$ cat config.mk
export PLATFORM = sky130hd
export DESIGN_NAME = plad_div
export DESIGN_NICKNAME = d
export VERILOG_FILES = /design/src/rtl/pixel_lightness_adjust_macros.svh /design/src/rtl/plad_pkg.sv /design/src/rtl/plad_div.sv
export SDC_FILE = /design/constraint.sdc
export NUM_CORES = 1
export LEC_CHECK = 0
export ABC_AREA = 0
export BUFFER_PORTS_ARGS = -buffer_cell sky130_fd_sc_hd__buf_2
export CAP_MARGIN = 20
export CORE_ASPECT_RATIO = 1.4
export CORE_UTILIZATION = 30
export CTS_BUF_LIST = sky130_fd_sc_hd__clkbuf_8
export DETAILED_ROUTE_END_ITERATION = 6
export GPL_TIMING_DRIVEN = 0
export SLEW_MARGIN = 20
export SYNTH_ARGS = -nofsm -noshare
export SYNTH_HDL_FRONTEND = slang
export SYNTH_SLANG_ARGS = --single-unit
$ cat constraint.sdc
create_clock -name i_clk -period 5.5 [get_ports i_clk]
set_input_delay 0.55 -clock i_clk [delete_from_list [all_inputs] [get_ports i_clk]]
set_output_delay 0.55 -clock i_clk [all_outputs]
set_load 0.005 [all_outputs]
$ cat src/rtl/pixel_lightness_adjust_macros.svh
// Assertion macros shared by the pixel lightness adjust RTL.
`ifndef PIXEL_LIGHTNESS_ADJUST_MACROS_SVH
`define PIXEL_LIGHTNESS_ADJUST_MACROS_SVH

// Same-cycle implication, disabled while in reset.
`define PLA_ASSERT_SAME(lbl, ante, cons) \
    lbl: assert property (@(posedge i_clk) disable iff (!i_rst_n) (ante) |-> (cons)) \
        else $error("same-cycle check failed");

// Next-cycle implication, disabled while in reset.
`define PLA_ASSERT_NEXT(lbl, ante, cons) \
    lbl: assert property (@(posedge i_clk) disable iff (!i_rst_n) (ante) |=> (cons)) \
        else $error("next-cycle check failed");

`endif

$ cat src/rtl/plad_pkg.sv
// Shared types and constants for the pixel lightness adjust block.
`timescale 1ns / 1ps
package plad_pkg;

    localparam int CFG_IDX_W = 8;
    localparam logic [CFG_IDX_W-1:0] CFG_DARKEN = 8'd0;
    localparam logic [CFG_IDX_W-1:0] CFG_STEP   = 8'd1;

    // Divider geometry: 17-bit dividend, 8-bit divisor, 9 quotient bits.
    localparam int DIV_QW = 9;
    localparam int DIV_NW = 17;
    localparam int DIV_DW = 8;

    typedef struct packed {
        logic [7:0] red;
        logic [7:0] green;
        logic [7:0] blue;
        logic [7:0] alpha;
    } t_pix_in;

    typedef struct packed {
        logic [7:0] out_red;
        logic [7:0] out_green;
        logic [7:0] out_blue;
        logic [7:0] out_alpha;
        logic [8:0] hue_deg;
        logic [6:0] sat_pct;
        logic [6:0] light_pct;
    } t_pix_out;

    // Per-pixel data riding alongside the divider.
    typedef struct packed {
        logic [7:0] alpha;
        logic [6:0] light;
        logic [6:0] v;
    } t_side;

endpackage

$ cat src/rtl/plad_div.sv
// Two-lane restoring divider, one quotient bit per pipeline stage.
`timescale 1ns / 1ps
module plad_div (
    input  logic                        i_clk,
    input  logic                        i_rst_n,
    input  logic                        i_en,
    input  logic                        i_valid,
    input  plad_pkg::t_side             i_side,
    input  logic [plad_pkg::DIV_NW-1:0] i_num_s,
    input  logic [plad_pkg::DIV_DW-1:0] i_den_s,
    input  logic [plad_pkg::DIV_NW-1:0] i_num_h,
    input  logic [plad_pkg::DIV_DW-1:0] i_den_h,
    output logic                        o_valid,
    output plad_pkg::t_side             o_side,
    output logic [6:0]                  o_sat,
    output logic [8:0]                  o_hue
);

    typedef struct packed {
        logic [plad_pkg::DIV_NW-1:0] rem;
        logic [plad_pkg::DIV_DW-1:0] den;
        logic [plad_pkg::DIV_QW-1:0] quo;
    } t_lane;

    function automatic t_lane div_step(input t_lane x, input logic [3:0] sh);
        logic [24:0] dsh;
        t_lane       y;
        y   = x;
        dsh = {17'b0, x.den} << sh;
        if ({8'b0, x.rem} >= dsh) begin
            y.rem     = x.rem - dsh[16:0];
            y.quo[sh] = 1'b1;
        end
        return y;
    endfunction

    t_lane                       r_s [plad_pkg::DIV_QW];
    t_lane                       r_h [plad_pkg::DIV_QW];
    plad_pkg::t_side             r_side [plad_pkg::DIV_QW];
    logic [plad_pkg::DIV_QW-1:0] r_vld;
    t_lane                       in_s;
    t_lane                       in_h;

    assign in_s = '{rem: i_num_s, den: i_den_s, quo: '0};
    assign in_h = '{rem: i_num_h, den: i_den_h, quo: '0};

    always_ff @(posedge i_clk) begin
        if (!i_rst_n) begin
            r_vld <= '0;
        end else if (i_en) begin
            r_vld <= {r_vld[plad_pkg::DIV_QW-2:0], i_valid};
        end
    end

    always_ff @(posedge i_clk) begin
        if (i_en) begin
            r_s[0]    <= div_step(in_s, 4'(plad_pkg::DIV_QW - 1));
            r_h[0]    <= div_step(in_h, 4'(plad_pkg::DIV_QW - 1));
            r_side[0] <= i_side;
            for (int k = 1; k < plad_pkg::DIV_QW; k++) begin
                r_s[k]    <= div_step(r_s[k-1], 4'(plad_pkg::DIV_QW - 1 - k));
                r_h[k]    <= div_step(r_h[k-1], 4'(plad_pkg::DIV_QW - 1 - k));
                r_side[k] <= r_side[k-1];
            end
        end
    end

    assign o_valid = r_vld[plad_pkg::DIV_QW-1];
    assign o_side  = r_side[plad_pkg::DIV_QW-1];
    assign o_sat   = r_s[plad_pkg::DIV_QW-1].quo[6:0];
    assign o_hue   = r_h[plad_pkg::DIV_QW-1].quo;

endmodule

==> key figures, run 1 <==
Route
  – Vias: 17,000
  – TritonRoute pass-1 iters: 5
  – Final WL: 50,100 um
  – WL per Instance: 13.1 um
  – Antenna-violating nets left: 0
  – Vias/cell: 4.44
  – Initial DRC Count: 702
  – Residual DRC: 0

Placed design
  – DP HPWL: 34,200 um
  – Gpl congestion: 0.840
  – Post-place instance area: 0.0328 mm2
  – Port Buffers: 114

Global routing
  – Antenna violations before repair: 1
  – First-pass GRT wire length: 81,600 um
  – Gr ovfl total: 0
  – Total global-route track usage: 9.80%
  – Pin count of the biggest net entering global routing: 109
  – Vias in the first global route: 17,400

Die
  – FP Rows: 137
  – Die W: 271 um
  – Die Ht: 378 um
  – Starting Density: 30.4%
  – Die area: 0.102 mm2
  – Io pins: 115
  – Core Area: 0.0999 mm2

Pwr
  – Pint: 10.2 mW
  – Pwr Total: 14.2 mW
  – Sw power: 3.97 mW
  – Peak supply drop: 191 uV
  – Total power per unit cell area: 402 mW/mm2
  – Clock share of power: 28.5%
  – Sequential share of power: 50.0%
  – Combinational Power Share: 21.5%
  – Switching Share: 27.9%
  – Leak: 13.3 nW

Layout
  – Area delta synth->final: 16.5%
  – Share of layout cells above drive strength 1: 14.9%
  – Post-Layout Inst Area: 0.0354 mm2
  – Final Net Count: 2,663
  – Fillers: 9,581

Clocking
  – Postcts setup bufs: 0
  – Clock Latency Late Sink: 0.77 ns
  – Root Buffer: clkbuf_8
  – Clock sink count: 680
  – Worst-path clk slew: 0.06 ns
  – Clock buffer depth: 3
  – TritonCTS clock tree: done
  – CTS HTree Levels: 3
  – Cts bufs inserted: 108

Synth
  – Seq/Total Area, Yosys: 67.0%
  – Synth cell count leaders: edfxtp_1 (671), inv_1 (192), ha_1 (144), nor2_1 (143), a21oi_1 (106)
  – Yosys Warn Count: 0
  – Synth Area in Compound Gates: 8.42%
  – Syn avg cell area: 14.2 um2
  – Mapped Cells: 2,138
  – Simple-gate share of the synthesized area: 8.24%
  – Yosys top cell by area: edfxtp_1
  – Most common cell in the netlist: edfxtp_1
  – Post-synth EDFFs: 671
  – Xor-xnor portion of the synthesized cell area: 3.81%
  – Yosys reg bits: 680
  – Synthesized area: 0.0304 mm2
  – Synthesized Nets: 2,374
  – Synth area leaders: edfxtp_1 (66%), ha_1 (5.9%), inv_1 (2.4%), xnor2_1 (2.1%), nor2_1 (1.8%)
  – Netlist cell types: 81
  – Ys async rst share: 0%
  – Top cell type's share of synthesized area: 66.4%
  – Adder-Cell Fraction of Synth Area: 6.99%
  – Largest family of logic cells by synthesized area: compound AO/OA/AOI/OAI gates
  – Post-synthesis mux area share: 1.77%
  – Prevailing post-synth register cell: edfxtp_1

Job
  – Max-cap violations: 0

Timing
  – Fin. max-slew vios: 0
  – Final Hold Vio Count: 0
  – Final setup fails: 0
  – F_max: 313 MHz
  – Hold slack: 0.0795 ns
  – RSZ-0062 raised after global routing: false
  – Worst Clk Skew: 0.0615 ns
  – Rel. slew slack: 44.5%
  – Fin crit share: 58.2%
  – Minimum clock period: 3.20 ns
  – Worst-Margin Slew: 0.822 ns

Worst setup path
  – CP Data Arrival Time: 3.66 ns
  – Worst path required time: 5.96 ns
  – Nature of the critical path endpoint: flop
  – Top delay family on crit path: compound AO/OA/AOI/OAI gates
  – Crit path buf inv count: 1
  – Largest stage delay on the critical path: 0.76 ns
  – Worst path cell trace: ha_1 > nand3_1 > o41ai_1 > nor3_1 > nand2_1 > clkbuf_1 > a21oi_1
  – Critical path type: flop to flop
  – CP max FO: 10
  – Crit-path slowest cell: o41ai_1
  – Type of origin of the critical path: flop

Outcome
  – Status: completed

Worst hold path
  – Hold Crit Class: primary input to flop
==> worst paths after layout <==
| path | start | end | slack, ns | depth (start not counted) |
|---|---|---|---|---|
| hold / removal | i_den_s[7] | r_s[0][16]$_DFFE_PP_ | 0.08 | 1 |
| setup / recovery | r_h[0][229]$_DFFE_PP_ | r_h[0][263]$_DFFE_PP_ | 2.30 | 7 |
| setup reg to reg | r_h[0][229]$_DFFE_PP_ | r_h[0][263]$_DFFE_PP_ | 2.30 | 7 |
| hold reg to reg | r_s[0][108]$_DFFE_PP_ | r_s[0][142]$_DFFE_PP_ | 0.36 | 0 |
==> area by class of cell <==
type / count / area (um2) / share of cell area [%]
Sequential cell: 680 / 20300 / 57.5
Multi-Input combinational cell: 1203 / 8870 / 25.1
Tap cell: 1320 / 1650 / 4.67
Clock buffer: 108 / 1490 / 4.20
Timing Repair Buffer: 179 / 1340 / 3.78
Inverter: 193 / 724 / 2.05
Clock inverter: 83 / 541 / 1.53
Buffer: 62 / 428 / 1.21
Antenna cell: 1 / 2.50 / 0.00707
==> flip-flops by register name, summed over array words and instances, names as in the netlist <==
signal and count:
r_vld 9, r_h 245, r_side 198, r_s 228
==> power by group through the flow <==
stage                     Combinational (mW)  Sequential [mW]  Clock, mW
after floorplan                         2.35             7.08          0
after global placement                  2.96             7.30          0
after detailed placement                3.03             7.21          0
after CTS                               3.08             7.11       4.28
after global routing                    3.43             7.19       4.48
final                                   3.06             7.10       4.06
==> logic make-up (layout without fill, tap and decap cells) <==
family | count (synthesis) | in the layout
buffers and inverters | 255 | 625
AOI/OAI and AO/OA | 387 | 387
DFF | 680 | 680
adders and majority gates | 160 | 160
other | 0 | 1
muxes | 49 | 49
and+or+nand+nor | 475 | 475
xor gates and xnor gates | 132 | 132
==> layer usage <==
layer | routed length (um) | share of wire [%] | track usage, %
met5 | 0 | 0 | 0
met4 | 2480 | 5.0 | 6.18
met3 | 2130 | 4.2 | 2.40
met2 | 27000 | 54 | 18.7
met1 | 18500 | 37 | 9.26
==> per-stage QoR <==
| stage | std cells | setup slack, ns | setup TNS, ns | utilization (%) |
|---|---|---|---|---|
| after detailed placement | 3578 | 2.30 | 0 | 32.8 |
| after global placement | 3572 | -6.70 | -4242.76 | 32.6 |
| final | 3829 | 2.30 | 0 | 35.4 |
| after CTS | 3828 | 2.30 | 0 | 35.4 |
| after global routing | 3829 | 2.03 | 0 | 35.4 |
| after floorplan | 2138 | 2.89 | 0 | - |
==> what timing repair did <==
| item | CTS | global route |
|---|---|---|
| hold buffers | 59 | 0 |
| resized for setup | 0 | 0 |
| endpoints found under the hold margin | 59 | 0 |
==> cells in the final DEF (no fill, tap or decap), types with 31 or more instances in the layout <==
cell type        n
clkbuf_8       108
o21a_1          32
buf_4           39
nand2_1         66
edfxtp_1       671
o21ai_0         81
nor2_1         143
nor4_1          34
a21oi_1        106
inv_1          219
a21o_1          31
xnor2_1         74
nor3_1          32
buf_2          119
nor2b_1         40
ha_1           144
dlygate4sd3_1   59
xor2_1          58
Power figures use the tool's default switching activity.
==> run 2, diff against run 1 <==
clock period = 3.1 ns   (was 5.5 ns; I/O delays follow)
==> run 2 against run 1 <==
  * Combinational power increased by 78%
  * First-iteration DRC count up 2.1%
  * Global-route usage is 0.066 points higher
  * Critical endpoint is now r_s[0][129]$_DFFE_PP_
  * Largest power group unchanged
==> key figures, run 2 (synthesis results as in run 1) <==
Outcome
  – Status: completed

Die
  – Io pins: 115
  – Die area: 0.102 mm2
  – FP Rows: 137
  – Die W: 271 um
  – Core Area: 0.0999 mm2
  – Die Ht: 378 um
  – Starting Density: 30.4%

Global routing
  – Pin count of the biggest net entering global routing: 109
  – Gr ovfl total: 0
  – Vias in the first global route: 17,500
  – Antenna violations before repair: 1
  – Total global-route track usage: 9.86%
  – First-pass GRT wire length: 82,000 um

Timing
  – Setup WS post-layout: 0.134 ns
  – F_max: 337 MHz
  – Fin. max-slew vios: 0
  – Worst Clk Skew: 0.0619 ns
  – Hold slack: 0.0904 ns
  – Rel. slew slack: 46.2%
  – Worst-Margin Slew: 0.805 ns
  – Minimum clock period: 2.97 ns
  – Fin crit share: 95.7%
  – RSZ-0062 raised after global routing: false
  – Final Hold Vio Count: 0
  – Final setup fails: 0

Clocking
  – TritonCTS clock tree: done
  – Cts bufs inserted: 108
  – Root Buffer: clkbuf_8
  – Clock sink count: 680
  – Clock Latency Late Sink: 0.77 ns
  – Worst-path clk slew: 0.06 ns
  – Clock buffer depth: 3
  – CTS HTree Levels: 3

Worst hold path
  – Hold Crit Class: primary input to flop
  – Hold Crit Start: i_en

Worst setup path
  – Top delay family on crit path: compound AO/OA/AOI/OAI gates
  – Crit path buf inv count: 3
  – Worst Setup SP: r_s[0][90]$_DFFE_PP_
  – Critical path type: flop to flop
  – Nature of the critical path endpoint: flop
  – CP Data Arrival Time: 3.49 ns
  – R2r startpoint: r_s[0][90]$_DFFE_PP_
  – Type of origin of the critical path: flop
  – CP dominant cell by count: inv_1
  – Worst path required time: 3.62 ns
  – CP max FO: 5
  – Largest stage delay on the critical path: 0.44 ns
  – Crit-path slowest cell: edfxtp_1
  – Worst path cell trace: inv_1 > ha_1 > inv_1 > fa_1 > a21o_1 > a221oi_1 > o21ai_0 > nor2_2 > inv_1 > mux2_2

Route
  – Initial DRC Count: 717
  – Vias: 17,100
  – Final WL: 50,500 um
  – WL per Instance: 13.1 um
  – Residual DRC: 0
  – Antenna-violating nets left: 0
  – TritonRoute pass-1 iters: 5
  – Vias/cell: 4.44

Placed design
  – Pre-CTS WS: -0.105 ns
  – Placed cells: 3,578
  – DP HPWL: 34,200 um
  – Gpl congestion: 0.840
  – Port Buffers: 114

Pwr
  – Total power per unit cell area: 710 mW/mm2
  – Sw power: 7.07 mW
  – Clock share of power: 28.5%
  – Peak supply drop: 341 uV
  – Pint: 18.2 mW
  – Switching Share: 28.0%
  – Pwr Total: 25.3 mW
  – Leak: 13.3 nW
  – Sequential share of power: 49.9%
  – Combinational Power Share: 21.6%

Job
  – Max-cap violations: 0

Layout
  – Final Net Count: 2,680
  – Share of layout cells above drive strength 1: 15.2%
  – Final Non-Filler Cells: 3,846
  – Area delta synth->final: 17.2%
  – Most frequent cells in the layout: edfxtp_1 (671), inv_1 (219), ha_1 (144)
  – Largest Register: r_h
  – Commonest non-fill, non-tap cell in the layout: edfxtp_1
  – Largest regs: r_h x245, r_s x228, r_side x198
  – Largest register FFs: 245
  – Fillers: 9,544
## run 2: cell count changes in the layout (fill, tap and decap cells not counted), sizes merged
cell,delta
buf,+2
clkbuf,-1
dlygate4sd3,+16
## run 2: worst register-to-register path, cell delays in order, from the launching register on
cell	delay, ns
edfxtp_1	0.44
inv_1	0.09
ha_1	0.16
inv_1	0.05
fa_1	0.41
a21o_1	0.23
a221oi_1	0.38
o21ai_0	0.23
nor2_2	0.30
inv_1	0.18
mux2_2	0.31
## run 2: area by class of cell
cell class              count  area, um2  area share, %
plain buffers              61        429           1.21
flip-flops and latches    680      20300           57.2
inverters                 193        724           2.04
multi-input cells        1203       8880           25.0
clock buffers             108       1490           4.18
clock inverters            83        541           1.52
repair buffers            197       1510           4.25
well taps                1320       1650           4.64
diodes                      1       2.50        0.00704
## run 2: power by group through the flow
stage	clock (mW)	combinational, mW	sequential [mW]
5_1_grt	7.94	6.12	12.7
3_3_place_gp	0	5.25	12.9
3_5_place_dp	0	5.37	12.8
4_1_cts	7.59	5.49	12.6
6_report	7.20	5.46	12.6
2_1_floorplan	0	4.16	12.6
## run 2: through the flow
stage / instance area (um2) / util, % / setup TNS, ns
floorplan: 30400 / - / 0
global placement: 32600 / 32.6 / -5712.12
detailed placement: 32800 / 32.8 / -0.815
CTS: 35500 / 35.6 / 0
global route: 35600 / 35.6 / 0
finish: 35600 / 35.6 / 0
## run 2: final timing paths
| kind | cells past startpoint | slack (ns) | end |
|---|---|---|---|
| setup / recovery | 10 | 0.13 | r_s[0][129]$_DFFE_PP_ |
| hold / removal | 1 | 0.09 | r_s[0][18]$_DFFE_PP_ |
| setup reg to reg | 10 | 0.13 | r_s[0][129]$_DFFE_PP_ |
| hold reg to reg | 0 | 0.36 | r_s[0][142]$_DFFE_PP_ |
## run 2: what timing repair did
action                                 in CTS  in global routing
endpoints found under the hold margin      81                  0
hold buffers                               75                  0
setup endpoints to repair                  17                 25
resized for setup                           3                 10
pin swaps                                   0                  1
buffers inserted                            0                  2
## run 2: per-layer routing
metal	vias to the layer above	share of wire, %	global-route usage [%]
met5	-	0	0
met4	0	4.9	6.23
met3	167	4.2	2.40
met2	332	54	18.9
met1	8018	37	9.29
li1	8575	-	-
