==> src/rtl/pixel_lightness_adjust_macros.svh <==
// Assertion macros shared by the pixel lightness adjust RTL.
`ifndef PIXEL_LIGHTNESS_ADJUST_MACROS_SVH
`define PIXEL_LIGHTNESS_ADJUST_MACROS_SVH

// Same-cycle implication, disabled while in reset.
`define PLA_ASSERT_SAME(lbl, ante, cons) \
    lbl: assert property (@(posedge i_clk) disable iff (!i_rst_n) (ante) |-> (cons)) \
        else $error("same-cycle check failed");

// Next-cycle implication, disabled while in reset.
`define PLA_ASSERT_NEXT(lbl, ante, cons) \
    lbl: assert property (@(posedge i_clk) disable iff (!i_rst_n) (ante) |=> (cons)) \
        else $error("next-cycle check failed");

`endif

==> src/rtl/plad_pkg.sv <==
// Shared types and constants for the pixel lightness adjust block.
`timescale 1ns / 1ps
package plad_pkg;

    localparam int CFG_IDX_W = 8;
    localparam logic [CFG_IDX_W-1:0] CFG_DARKEN = 8'd0;
    localparam logic [CFG_IDX_W-1:0] CFG_STEP   = 8'd1;

    // Divider geometry: 17-bit dividend, 8-bit divisor, 9 quotient bits.
    localparam int DIV_QW = 9;
    localparam int DIV_NW = 17;
    localparam int DIV_DW = 8;

    typedef struct packed {
        logic [7:0] red;
        logic [7:0] green;
        logic [7:0] blue;
        logic [7:0] alpha;
    } t_pix_in;

    typedef struct packed {
        logic [7:0] out_red;
        logic [7:0] out_green;
        logic [7:0] out_blue;
        logic [7:0] out_alpha;
        logic [8:0] hue_deg;
        logic [6:0] sat_pct;
        logic [6:0] light_pct;
    } t_pix_out;

    // Per-pixel data riding alongside the divider.
    typedef struct packed {
        logic [7:0] alpha;
        logic [6:0] light;
        logic [6:0] v;
    } t_side;

endpackage

==> src/rtl/plad_rgb_to_hsl.sv <==
// Front end: max/min, lightness, adjusted lightness and divider operands.
`timescale 1ns / 1ps
module plad_rgb_to_hsl (
    input  logic                           i_clk,
    input  logic                           i_rst_n,
    input  logic                           i_en,
    input  logic                           i_valid,
    input  plad_pkg::t_pix_in              i_pix,
    input  logic                           i_darken,
    input  logic [6:0]                     i_step,
    output logic                           o_valid,
    output plad_pkg::t_side                o_side,
    output logic [plad_pkg::DIV_NW-1:0]    o_num_s,
    output logic [plad_pkg::DIV_DW-1:0]    o_den_s,
    output logic [plad_pkg::DIV_NW-1:0]    o_num_h,
    output logic [plad_pkg::DIV_DW-1:0]    o_den_h
);

    logic              r_v1;
    plad_pkg::t_pix_in r_pix1;
    logic [7:0]        r_mx1;
    logic [7:0]        r_mn1;
    logic [7:0]        mx;
    logic [7:0]        mn;

    // stage 1: extremes
    always_comb begin
        mx = i_pix.red;
        mn = i_pix.red;
        if (i_pix.green > mx) mx = i_pix.green;
        if (i_pix.blue > mx) mx = i_pix.blue;
        if (i_pix.green < mn) mn = i_pix.green;
        if (i_pix.blue < mn) mn = i_pix.blue;
    end

    // stage 2 combinational
    logic [8:0]         sum;
    logic [7:0]         d;
    logic [12:0]        x10;
    logic [25:0]        lprod;
    logic [6:0]         light;
    logic [7:0]         vsum;
    logic [6:0]         v;
    logic [8:0]         den_hi;
    logic [7:0]         den_s;
    logic [14:0]        num_s;
    logic signed [18:0] sd;
    logic signed [18:0] nh;

    always_comb begin
        sum    = {1'b0, r_mx1} + {1'b0, r_mn1};
        d      = r_mx1 - r_mn1;
        x10    = {1'b0, sum, 3'b000} + {3'b000, sum, 1'b0};
        lprod  = 26'(x10) * 26'd5141;       // floor(10*sum/51)
        light  = lprod[24:18];
        vsum   = {1'b0, light} + {1'b0, i_step};
        if (i_darken) begin
            v = (i_step >= light) ? 7'd0 : 7'(light - i_step);
        end else begin
            v = (vsum > 8'd100) ? 7'd100 : vsum[6:0];
        end
        den_hi = 9'd510 - sum;
        if (d == 8'd0) den_s = 8'd1;
        else if (sum < 9'd255) den_s = sum[7:0];
        else den_s = den_hi[7:0];
        num_s  = 15'(d) * 15'd100;
        sd     = $signed({11'b0, d});
        // blue wins ties, then green
        if (r_pix1.blue == r_mx1) begin
            nh = 19'sd240 * sd + 19'sd60 * ($signed({11'b0, r_pix1.red})
                 - $signed({11'b0, r_pix1.green}));
        end else if (r_pix1.green == r_mx1) begin
            nh = 19'sd120 * sd + 19'sd60 * ($signed({11'b0, r_pix1.blue})
                 - $signed({11'b0, r_pix1.red}));
        end else begin
            nh = 19'sd60 * ($signed({11'b0, r_pix1.green})
                 - $signed({11'b0, r_pix1.blue}));
            if (nh < 0) nh = nh + 19'sd360 * sd;
        end
    end

    always_ff @(posedge i_clk) begin
        if (!i_rst_n) begin
            r_v1    <= 1'b0;
            o_valid <= 1'b0;
        end else if (i_en) begin
            r_v1    <= i_valid;
            o_valid <= r_v1;
        end
    end

    always_ff @(posedge i_clk) begin
        if (i_en) begin
            r_pix1       <= i_pix;
            r_mx1        <= mx;
            r_mn1        <= mn;
            o_side.alpha <= r_pix1.alpha;
            o_side.light <= light;
            o_side.v     <= v;
            o_num_s      <= (d == 8'd0) ? '0 : 17'(num_s);
            o_den_s      <= den_s;
            o_num_h      <= (d == 8'd0) ? '0 : nh[16:0];
            o_den_h      <= (d == 8'd0) ? 8'd1 : d;
        end
    end

endmodule

==> config.mk <==
export PLATFORM = sky130hd
export DESIGN_NAME = plad_rgb_to_hsl
export DESIGN_NICKNAME = d
export VERILOG_FILES = /design/src/rtl/pixel_lightness_adjust_macros.svh /design/src/rtl/plad_pkg.sv /design/src/rtl/plad_rgb_to_hsl.sv
export SDC_FILE = /design/constraint.sdc
export NUM_CORES = 1
export LEC_CHECK = 0
export BUFFER_PORTS_ARGS = -buffer_cell sky130_fd_sc_hd__buf_4
export CORE_UTILIZATION = 30
export CTS_BUF_LIST = sky130_fd_sc_hd__clkbuf_2 sky130_fd_sc_hd__clkbuf_4 sky130_fd_sc_hd__clkbuf_8
export DETAILED_ROUTE_END_ITERATION = 10
export GPL_ROUTABILITY_DRIVEN = 0
export PLACE_DENSITY = 0.56
export SLEW_MARGIN = 20
export SYNTH_ARGS = -nofsm -noshare
export SYNTH_HDL_FRONTEND = slang
export SYNTH_SLANG_ARGS = --single-unit
==> constraint.sdc <==
create_clock -name i_clk -period 26.6 [get_ports i_clk]
set_clock_uncertainty 0.1 [all_clocks]
set_input_delay 6.65 -clock i_clk [delete_from_list [all_inputs] [get_ports i_clk]]
set_output_delay 6.65 -clock i_clk [all_outputs]
set_load 0.03 [all_outputs]
==> results of run 1 <==
[cells by family (layout without fill, tap and decap cells)]
kind of cell	after synthesis	after routing	share of synthesized area
mux	42	42	0.0261
simple gates	349	349	0.104
flops	113	113	0.202
fa+ha+maj	419	419	0.354
compound gates	363	363	0.148
buf+inv	327	448	0.0771
other cells	1	6	0.000225
xor+xnor	165	165	0.0891
[layer usage]
layer  share of wire  wire (µm)  up-vias  global-route usage
met5               0          0        -                   0
met4           0.038       1540        0              0.0635
met3           0.030       1240       63              0.0216
met2            0.47      18900      247               0.247
met1            0.47      18900     5997               0.187
li1                -          -     6398                   -
[sequential cells by signal, indices dropped and copies added (netlist names)]
name / flops
r_pix1: 32
o_side: 22
o_num_h: 15
o_num_s: 13
o_den_s: 8
r_mn1: 8
r_mx1: 8
o_den_h: 5
o_valid: 1
r_v1: 1
[worst reg2reg max path, delay by kind of cell, from the launching register on]
kind | cells | cell delay [ns]
compound gates | 15 | 3.84
xor+xnor | 1 | 0.22
fa+ha+maj | 9 | 3.41
buf+inv | 4 | 0.49
flops | 1 | 0.48
simple gates | 7 | 1.00
[final cells by class]
type / count / area (µm²) / area share
clock buffer: 17 / 234 / 0.0125
multi-input combinational: 1344 / 12000 / 0.643
sequential: 113 / 3370 / 0.180
inverter: 295 / 1110 / 0.0591
clock inverter: 15 / 125 / 0.00668
timing repair buffer: 121 / 908 / 0.0485
tap: 748 / 936 / 0.0500
[cell usage after synthesis, types with 27 or more instances]
master,count,area share
a21o_1,48,0.022
a21oi_1,105,0.032
edfxtp_1,111,0.20
fa_1,88,0.11
ha_1,331,0.25
inv_1,292,0.066
mux2i_1,35,0.021
nand2_1,59,0.013
nor2_1,132,0.030
nor3_1,27,0.0081
o21ai_0,52,0.016
xnor2_1,116,0.061
xor2_1,46,0.024
[per-stage QoR]
stage	hold WS (ns)	area, µm²	instances
after floorplan	0.300	16700	1784
after global placement	0.301	18400	2621
after detailed placement	0.305	18400	2621
after CTS	0.326	18700	2653
after global routing	0.341	18700	2653
final	0.326	18700	2653
[path summary, 6_finish.rpt]
check                             endpoint  slack (ns)  cells after the start
worst max-delay path              r_mx1[0]       15.95                     18
worst max register to register   o_side[2]       16.82                     36
worst min register to register  o_side[15]        0.33                      0
worst min-delay path            o_side[15]        0.33                      0
==> summary.md, run 1 <==
| Metric | Value |
|---|---|
| Root Driver | clkbuf_8 |
| CTS Buf Count | 17 |
| Area of the mapped netlist | 16700 µm² |
| Detailed-route DRC error count | 0 |
| Reg-to-Reg Start | r_mx1[0] |
| EDFF count, synth | 111 |
| Min-delay src | r_pix1[1] |
| Htree depth | 4 |
| Commonest non-fill, non-tap cell in the layout | ha_1 |
| Part of the cycle the worst path needs | 0.401 |
| Antenna-violating nets left | 0 |
| Synthesized area per cell | 9.37 µm² |
| Worst Path Buf+Inv | 1 |
| # diodes | 0 |
| Worst Path Required | 26.76 ns |
| Status | finished, final reports clean |
| Worst-path clk slew | 0.08 ns |
| Slew HR | 0.269 |
| Via Count | 12705 |
| Hold-fix buffer count after cts | 0 |
| Initial drt markers | 468 |
| Critical path arrival | 10.81 ns |
| Fillers | 5645 |
| PostCTS Resize Cnt | 0 |
| Drt total wl | 40.6 mm |
| Total I/O pin count | 117 |
| Synth warn | 0 |
| Die area | 56500 µm² |
| Register area share after synthesis | 0.202 |
| Crit-path cells | buf_4, ha_1, nor2b_1, o21a_1, o21ai_0, a21oi_1, nand2b_1, o21a_1, mux2i_1, ha_1, nor2b_1, o21a_1, o21ai_0, nand2b_1, a21oi_1, o21ai_0, o21ai_1, mux2_2 |
| Crit Path Category | in2reg |
| Largest net degree at the start of global routing | 60 |
| Total GRT Usage | 0.147 |
| Setup Fix Bufs, Post-CTS | 0 |
| Vias in the first global route | 12852 |
| Seq cells post-synth | 113 |
| Hold Path Class | reg2reg |
| Async SR Flop Fraction | 0 |
| Critical Path Slowest Stage Cell | o21a_1 |
| CTS sink count | 113 |
| Core Region | 55000 µm² |
| Endpoints failing setup | 0 |
| Synth Flop Type | edfxtp_1 |
| DP Worst Slack | 15.45 ns |
| Setup tns final | 0 ns |
| Row count | 86 |
| Area grow syn2layout | 12.3% |
| Count of different cell masters after synthesis | 86 |
| Layout Utilization | 0.341 |
| # port buffers | 110 |
| Final setup margin | 15.95 ns |
| Global-route wire length before repair | 65.9 mm |
| Vias/cell | 4.79 |
| Final Hold Fails | 0 |
| Pre-Repair DR Iteration Count | 4 |
| Initial antenna violation count | 0 |
| CP top delay family | compound AO/OA/AOI/OAI gates |
| CTS tree | built |
| Die Wd | 238 µm |
| Worst stage delay on the critical path | 0.50 ns |
| Final Max Tran Viols | 0 |
| Max Buffers Root-to-Sink | 2 |
| Final Net Count | 2355 |
| RSZ-0062 raised after global routing | no |
| Final HPWL DP | 34.5 mm |
| Worst-Margin Slew | 1.09 ns |
| WL per Instance | 15.3 µm |
| Chip height | 238 µm |
| Total gr overflow | 0 |
| Starting Density | 0.303 |
| Clk_lat worst skew | 0.50 ns |
| Max Clk Rate | 93.9 MHz |
| Crit. Startpoint | i_pix[17] |
| Most frequent cells in the layout | ha_1, inv_1, nor2_1 |
| Syn Inst Count | 1779 |
| Max-Cap Viols | 0 |
| Tmin final | 10.65 ns |
| Crit-path max FO | 15 |
| CP endpoint kind | register |
| CP Launch Type | input pin |
| Share of cells above drive strength 1 | 0.101 |
Power of run 1 is not shown: default switching activity piles up to over one toggle a cycle in this logic, so the estimate is an artifact.
==> run 2: changes to the inputs <==
==> constraint.sdc (replaced) <==
create_clock -name i_clk -period 10.25 [get_ports i_clk]
set_clock_uncertainty 0.1 [all_clocks]
set_input_delay 2.5625 -clock i_clk [delete_from_list [all_inputs] [get_ports i_clk]]
set_output_delay 2.5625 -clock i_clk [all_outputs]
set_load 0.03 [all_outputs]
==> run 2 against run 1 <==
Clock-buffer cell count increased by 1. Hold slack got worse by 0.0019 ns. Global-route usage rose by 0.25 points. Critical endpoint is now o_side[2]. Setup slack worse by 15 ns. Critical path depth up 16. Die area did not move. Critical path type is now reg2reg. Core utilization rose by 0.075 points. Highest routed layer unchanged. Sequential share of layout area is essentially flat. Non-clock buffer count grew 2.
==> summary.md, run 2 (synthesis results as in run 1) <==
| Metric | Value |
|---|---|
| Global-route wire length before repair | 66.6 mm (+1.1%) |
| Multi-input logic area | 12000 µm² (about the same) |
| FF-to-FF setup slack | 0.77 ns (-16.05 ns) |
| Worst-path clk slew | 0.09 ns (about the same) |
| Total gr overflow | 0 (unchanged) |
| Endpoints failing setup | 0 (unchanged) |
| Most used cell along the critical path | ha_1 |
| Min-delay src | r_pix1[6] |
| Total I/O pin count | 117 (unchanged) |
| Vias/cell | 4.78 (-0.28%) |
| Setup tns final | 0 ns (unchanged) |
| CP Launch Type | register |
| Crit Path Category | reg2reg |
| Status | finished, final reports clean |
| Initial drt markers | 643 (+37%) |
| Hold endpoint | o_side[20] |
| Crit-path max FO | 6 (-9) |
| Capturing point of the worst reg2reg path | o_side[2] |
| Final Net Count | 2357 (+0.085%) |
| Largest net degree at the start of global routing | 59 (-1.7%) |
| Part of the cycle the worst path needs | 0.925 |
| Starting Density | 0.303 (unchanged) |
| Root Driver | clkbuf_8 |
| # port buffers | 110 (unchanged) |
| Chip height | 238 µm (unchanged) |
| Hold Path Class | reg2reg |
| RSZ-0062 raised after global routing | no |
| Area grow syn2layout | 12.6% |
| Final Hold Slack | 0.324 ns (-0.00188 ns) |
| Max reg flops | 32 (unchanged) |
| CTS Buf Count | 17 (unchanged) |
| CP endpoint kind | register |
| Most frequent cells in the layout | ha_1, inv_1, nor2_1 |
| Htree depth | 4 (unchanged) |
| Critical Path Slowest Stage Cell | a2111oi_2 |
| Pre-Repair DR Iteration Count | 5 (+1) |
| Largest registers | r_pix1 (32), o_side (22), o_num_h (15) |
| Worst Path Required | 10.40 ns (-16.36 ns) |
| Fillers | 5626 (-0.34%) |
| Setup Fix Bufs, Post-CTS | 0 (unchanged) |
| Max-Cap Viols | 0 (unchanged) |
| Final Hold Fails | 0 (unchanged) |
| Reg with most FFs | r_pix1 |
| Max Clk Rate | 105 MHz |
| Vias in the first global route | 12893 (+0.32%) |
| Detailed-route DRC error count | 0 (unchanged) |
| Die area | 56500 µm² (unchanged) |
| Max Buffers Root-to-Sink | 2 (unchanged) |
| Core Region | 55000 µm² (unchanged) |
| Critical path arrival | 9.64 ns (-1.17 ns) |
| WL per Instance | 15.6 µm (+1.8%) |
| Drt total wl | 41.4 mm (+1.9%) |
| Commonest non-fill, non-tap cell in the layout | ha_1 |
| Reg-to-Reg Start | r_mx1[1] |
| Row count | 86 (unchanged) |
| CTS sink count | 113 (unchanged) |
| Initial antenna violation count | 0 (unchanged) |
| Clk_lat worst skew | 0.51 ns (about the same) |
| Final Max Tran Viols | 0 (unchanged) |
| Share of cells above drive strength 1 | 0.102 (+0.000943) |
| Die Wd | 238 µm (unchanged) |
| CTS tree | built |
| Flip-flop and latch area | 3370 µm² (unchanged) |
| Reg2Reg Depth | 34 (-5.6%) |
| PostCTS Resize Cnt | 0 (unchanged) |
| Worst-Margin Slew | 1.13 ns (+0.0326 ns) |
| Worst stage delay on the critical path | 0.67 ns (+0.17 ns) |
| Tmin final | 9.48 ns |
| Hold path depth | 0 (unchanged) |
| Via Count | 12679 (-0.20%) |
| Hold-fix buffer count after cts | 0 (unchanged) |
| Total GRT Usage | 0.150 (+0.00251) |
| Antenna-violating nets left | 0 (unchanged) |
| Slew HR | 0.248 (-0.0209) |
| # diodes | 0 (unchanged) |
| Final HPWL DP | 34.6 mm (+0.37%) |
[run 2: cell types whose count changed in the layout (fill, tap and decap cells not counted), sizes merged]
cell,delta
clkinvlp,+1
inv,-3
bufinv,+1
buf,+2
clkbuf,+1
[run 2: worst max path at each step]
stage / from / cells after the start / endpoint / slack (ns)
floorplan: r_mx1[1] / 34 / o_side[2] / 1.78
global placement: r_mx1[1] / 33 / o_side[2] / 1.15
detailed placement: r_mx1[1] / 34 / o_side[2] / 0.90
CTS: r_mx1[1] / 34 / o_side[2] / 0.81
global route: r_mx1[2] / 33 / o_side[2] / 0.21
finish: r_mx1[1] / 34 / o_side[2] / 0.77
[run 2: layout make-up]
type	count	share of cell area
clock buffer	18	0.0132
clock inverter	14	0.00773
inverter	295	0.0590
multi-input combinational	1344	0.641
sequential	113	0.180
tap	748	0.0499
timing repair buffer	123	0.0492
[run 2: worst max-delay path: cells and delay by family, from the launching register on]
kind,cells,cell delay [ns]
XOR/XNOR,3,0.66
flip-flops,1,0.54
AO/OA/AOI/OAI,13,3.83
adder cells (fa/ha/maj),7,2.44
AND/OR/NAND/NOR,7,1.29
buffers and inverters,4,0.41
[run 2: stage by stage]
stage | util | instances | worst slack [ns] | area (µm²)
final | 0.341 | 2655 | 0.766 | 18800
after global routing | 0.341 | 2655 | 0.213 | 18800
after CTS | 0.341 | 2655 | 0.812 | 18800
after detailed placement | 0.334 | 2623 | 0.899 | 18400
after global placement | 0.334 | 2623 | 1.15 | 18400
after floorplan | - | 1784 | 1.78 | 16700
[run 2: per-layer routing]
layer,track usage,vias to the layer above,wire length (µm)
met5,0,-,0
met4,0.0608,0,1290
met3,0.0160,51,1100
met2,0.252,222,19300
met1,0.195,6012,19700
li1,-,6394,-
Power of run 2 is left out for the same reason.
==> run 3: changes to the inputs <==
--- a/config.mk
+++ b/config.mk
@@ -6,11 +6,11 @@
 export NUM_CORES = 1
 export LEC_CHECK = 0
 export BUFFER_PORTS_ARGS = -buffer_cell sky130_fd_sc_hd__buf_4
-export CORE_UTILIZATION = 30
+export CORE_UTILIZATION = 42
 export CTS_BUF_LIST = sky130_fd_sc_hd__clkbuf_2 sky130_fd_sc_hd__clkbuf_4 sky130_fd_sc_hd__clkbuf_8
 export DETAILED_ROUTE_END_ITERATION = 10
 export GPL_ROUTABILITY_DRIVEN = 0
-export PLACE_DENSITY = 0.56
+export PLACE_DENSITY = 0.58
 export SLEW_MARGIN = 20
 export SYNTH_ARGS = -nofsm -noshare
 export SYNTH_HDL_FRONTEND = slang
==> run 3 against run 2 <==
Core utilization increased by 13 points. Sequential cell count unchanged. Register-to-register slack improved by 0.10 ns. Fmax increased by 1.1%. Sequential share of layout area increased by 0.33 points. Global-route usage increased by 4.8 points. Critical path depth decreased by 1. First-iteration DRC count decreased by 4.0%. Hold slack improved by 0.0044 ns. Design area decreased by 1.8%. Highest routed layer unchanged.
==> summary.md, run 3 (synthesis results as in run 1) <==
| Metric | Value |
|---|---|
| Critical path arrival | 9.52 ns (-0.12 ns) |
| # port buffers | 110 (unchanged) |
| Setup Fix Bufs, Post-CTS | 0 (unchanged) |
| CTS Buf Count | 17 (unchanged) |
| Max Buffers Root-to-Sink | 2 (unchanged) |
| Drt total wl | 38.9 mm (-5.9%) |
| Initial drt markers | 617 (-4.0%) |
| Reg-to-Reg Start | r_mx1[2] |
| Die area | 40500 µm² (-28%) |
| Hold-fix buffer count after cts | 0 (unchanged) |
| Part of the cycle the worst path needs | 0.915 (-0.0100) |
| FF-to-FF setup slack | 0.87 ns (+0.10 ns) |
| Clk_lat worst skew | 0.48 ns (-0.03 ns) |
| Endpoints failing setup | 0 (unchanged) |
| Crit Path Category | reg2reg |
| Most frequent cells in the layout | ha_1, inv_1, nor2_1 |
| CP Launch Type | register |
| Worst-Margin Slew | 1.00 ns (-0.124 ns) |
| Global-route wire length before repair | 64.2 mm (-3.7%) |
| Initial antenna violation count | 0 (unchanged) |
| Pre-Repair DR Iteration Count | 5 (unchanged) |
| Share of cells above drive strength 1 | 0.102 (-0.000418) |
| Worst stage delay on the critical path | 0.79 ns (+0.12 ns) |
| Final Hold Fails | 0 (unchanged) |
| Total GRT Usage | 0.198 (+0.0484) |
| Crit-path max FO | 14 (+8) |
| CTS sink count | 113 (unchanged) |
| Tmin final | 9.38 ns (-0.103 ns) |
| Htree depth | 4 (unchanged) |
| Final Net Count | 2355 (-0.085%) |
| RSZ-0062 raised after global routing | no |
| Max reg flops | 32 (unchanged) |
| Largest net degree at the start of global routing | 61 (+3.4%) |
| Detailed-route DRC error count | 0 (unchanged) |
| Reg with most FFs | r_pix1 |
| Max Clk Rate | 107 MHz (+1.1%) |
| Largest registers | r_pix1 (32), o_side (22), o_num_h (15) |
| Min-delay src | r_pix1[4] |
| CP endpoint kind | register |
| Chip height | 201 µm (-15%) |
| Die Wd | 201 µm (-15%) |
| Status | finished, final reports clean |
| Final Max Tran Viols | 0 (unchanged) |
| Core Region | 38900 µm² (-29%) |
| PostCTS Resize Cnt | 0 (unchanged) |
| Total I/O pin count | 117 (unchanged) |
| Vias/cell | 5.17 (+8.2%) |
| Vias in the first global route | 12639 (-2.0%) |
| CTS tree | built |
| Slew HR | 0.324 (+0.0760) |
| Antenna-violating nets left | 0 (unchanged) |
| Setup tns final | 0 ns (unchanged) |
| Starting Density | 0.428 (+0.125) |
| # diodes | 0 (unchanged) |
| Area grow syn2layout | 10.6% |
| Total gr overflow | 0 (unchanged) |
| Commonest non-fill, non-tap cell in the layout | ha_1 |
| WL per Instance | 16.1 µm (+3.1%) |
| Hold Path Class | reg2reg |
| Final HPWL DP | 32.8 mm (-5.3%) |
| Hold path depth | 0 (unchanged) |
| Crit. Startpoint | r_mx1[2] |
| Via Count | 12517 (-1.3%) |
| Reg2Reg Depth | 33 (-2.9%) |
| Critical Path Slowest Stage Cell | a41oi_1 |
| Hold endpoint | o_side[18] |
| Row count | 72 (-16%) |
| Root Driver | clkbuf_8 |
| Most used cell along the critical path | ha_1 |
| Capturing point of the worst reg2reg path | o_side[2] |
| Max-Cap Viols | 0 (unchanged) |
| Worst-path clk slew | 0.08 ns (about the same) |
| Worst Path Required | 10.39 ns (about the same) |
-- run 3: layer usage --
metal  vias to the layer above  global-route usage  routed length [µm]  share of wire
li1                       6377                   -                   -              -
met1                      5884               0.270               19300           0.49
met2                       217               0.326               17600           0.45
met3                        39              0.0282                1260          0.032
met4                         0              0.0571                 819          0.021
met5                         -                   0                   0              0
-- run 3: cell type report --
type / count / area, µm²
inverters: 295 / 1110
clock inverters: 15 / 126
clock buffers: 17 / 234
repair buffers: 121 / 908
flip-flops and latches: 113 / 3370
fillers: 3749 / 20500
multi-input cells: 1344 / 12000
well taps: 518 / 648
-- run 3: metrics by stage --
stage,util,worst slack (ns),cell area [µm²],hold WS (ns),instances
final,0.474,0.869,18400,0.329,2423
after global routing,0.474,0.138,18400,0.335,2423
after CTS,0.474,0.883,18400,0.332,2423
after detailed placement,0.464,0.923,18100,0.311,2391
after global placement,0.464,1.15,18100,0.300,2391
after floorplan,-,1.78,16700,0.300,1784
-- run 3: worst max-delay path, delay by kind of cell, from the launching register on --
| kind | cells | cell delay [ns] |
|---|---|---|
| buffers and inverters | 2 | 0.12 |
| AO/OA/AOI/OAI | 15 | 3.92 |
| adder cells (fa/ha/maj) | 8 | 3.11 |
| flip-flops | 1 | 0.48 |
| AND/OR/NAND/NOR | 8 | 1.39 |
-- run 3: worst max-delay path by stage --
stage | end
after global placement | o_side[2]
after global routing | o_side[2]
after floorplan | o_side[2]
after detailed placement | o_side[2]
final | o_side[2]
after CTS | o_side[2]
Power of run 3 is left out for the same reason.
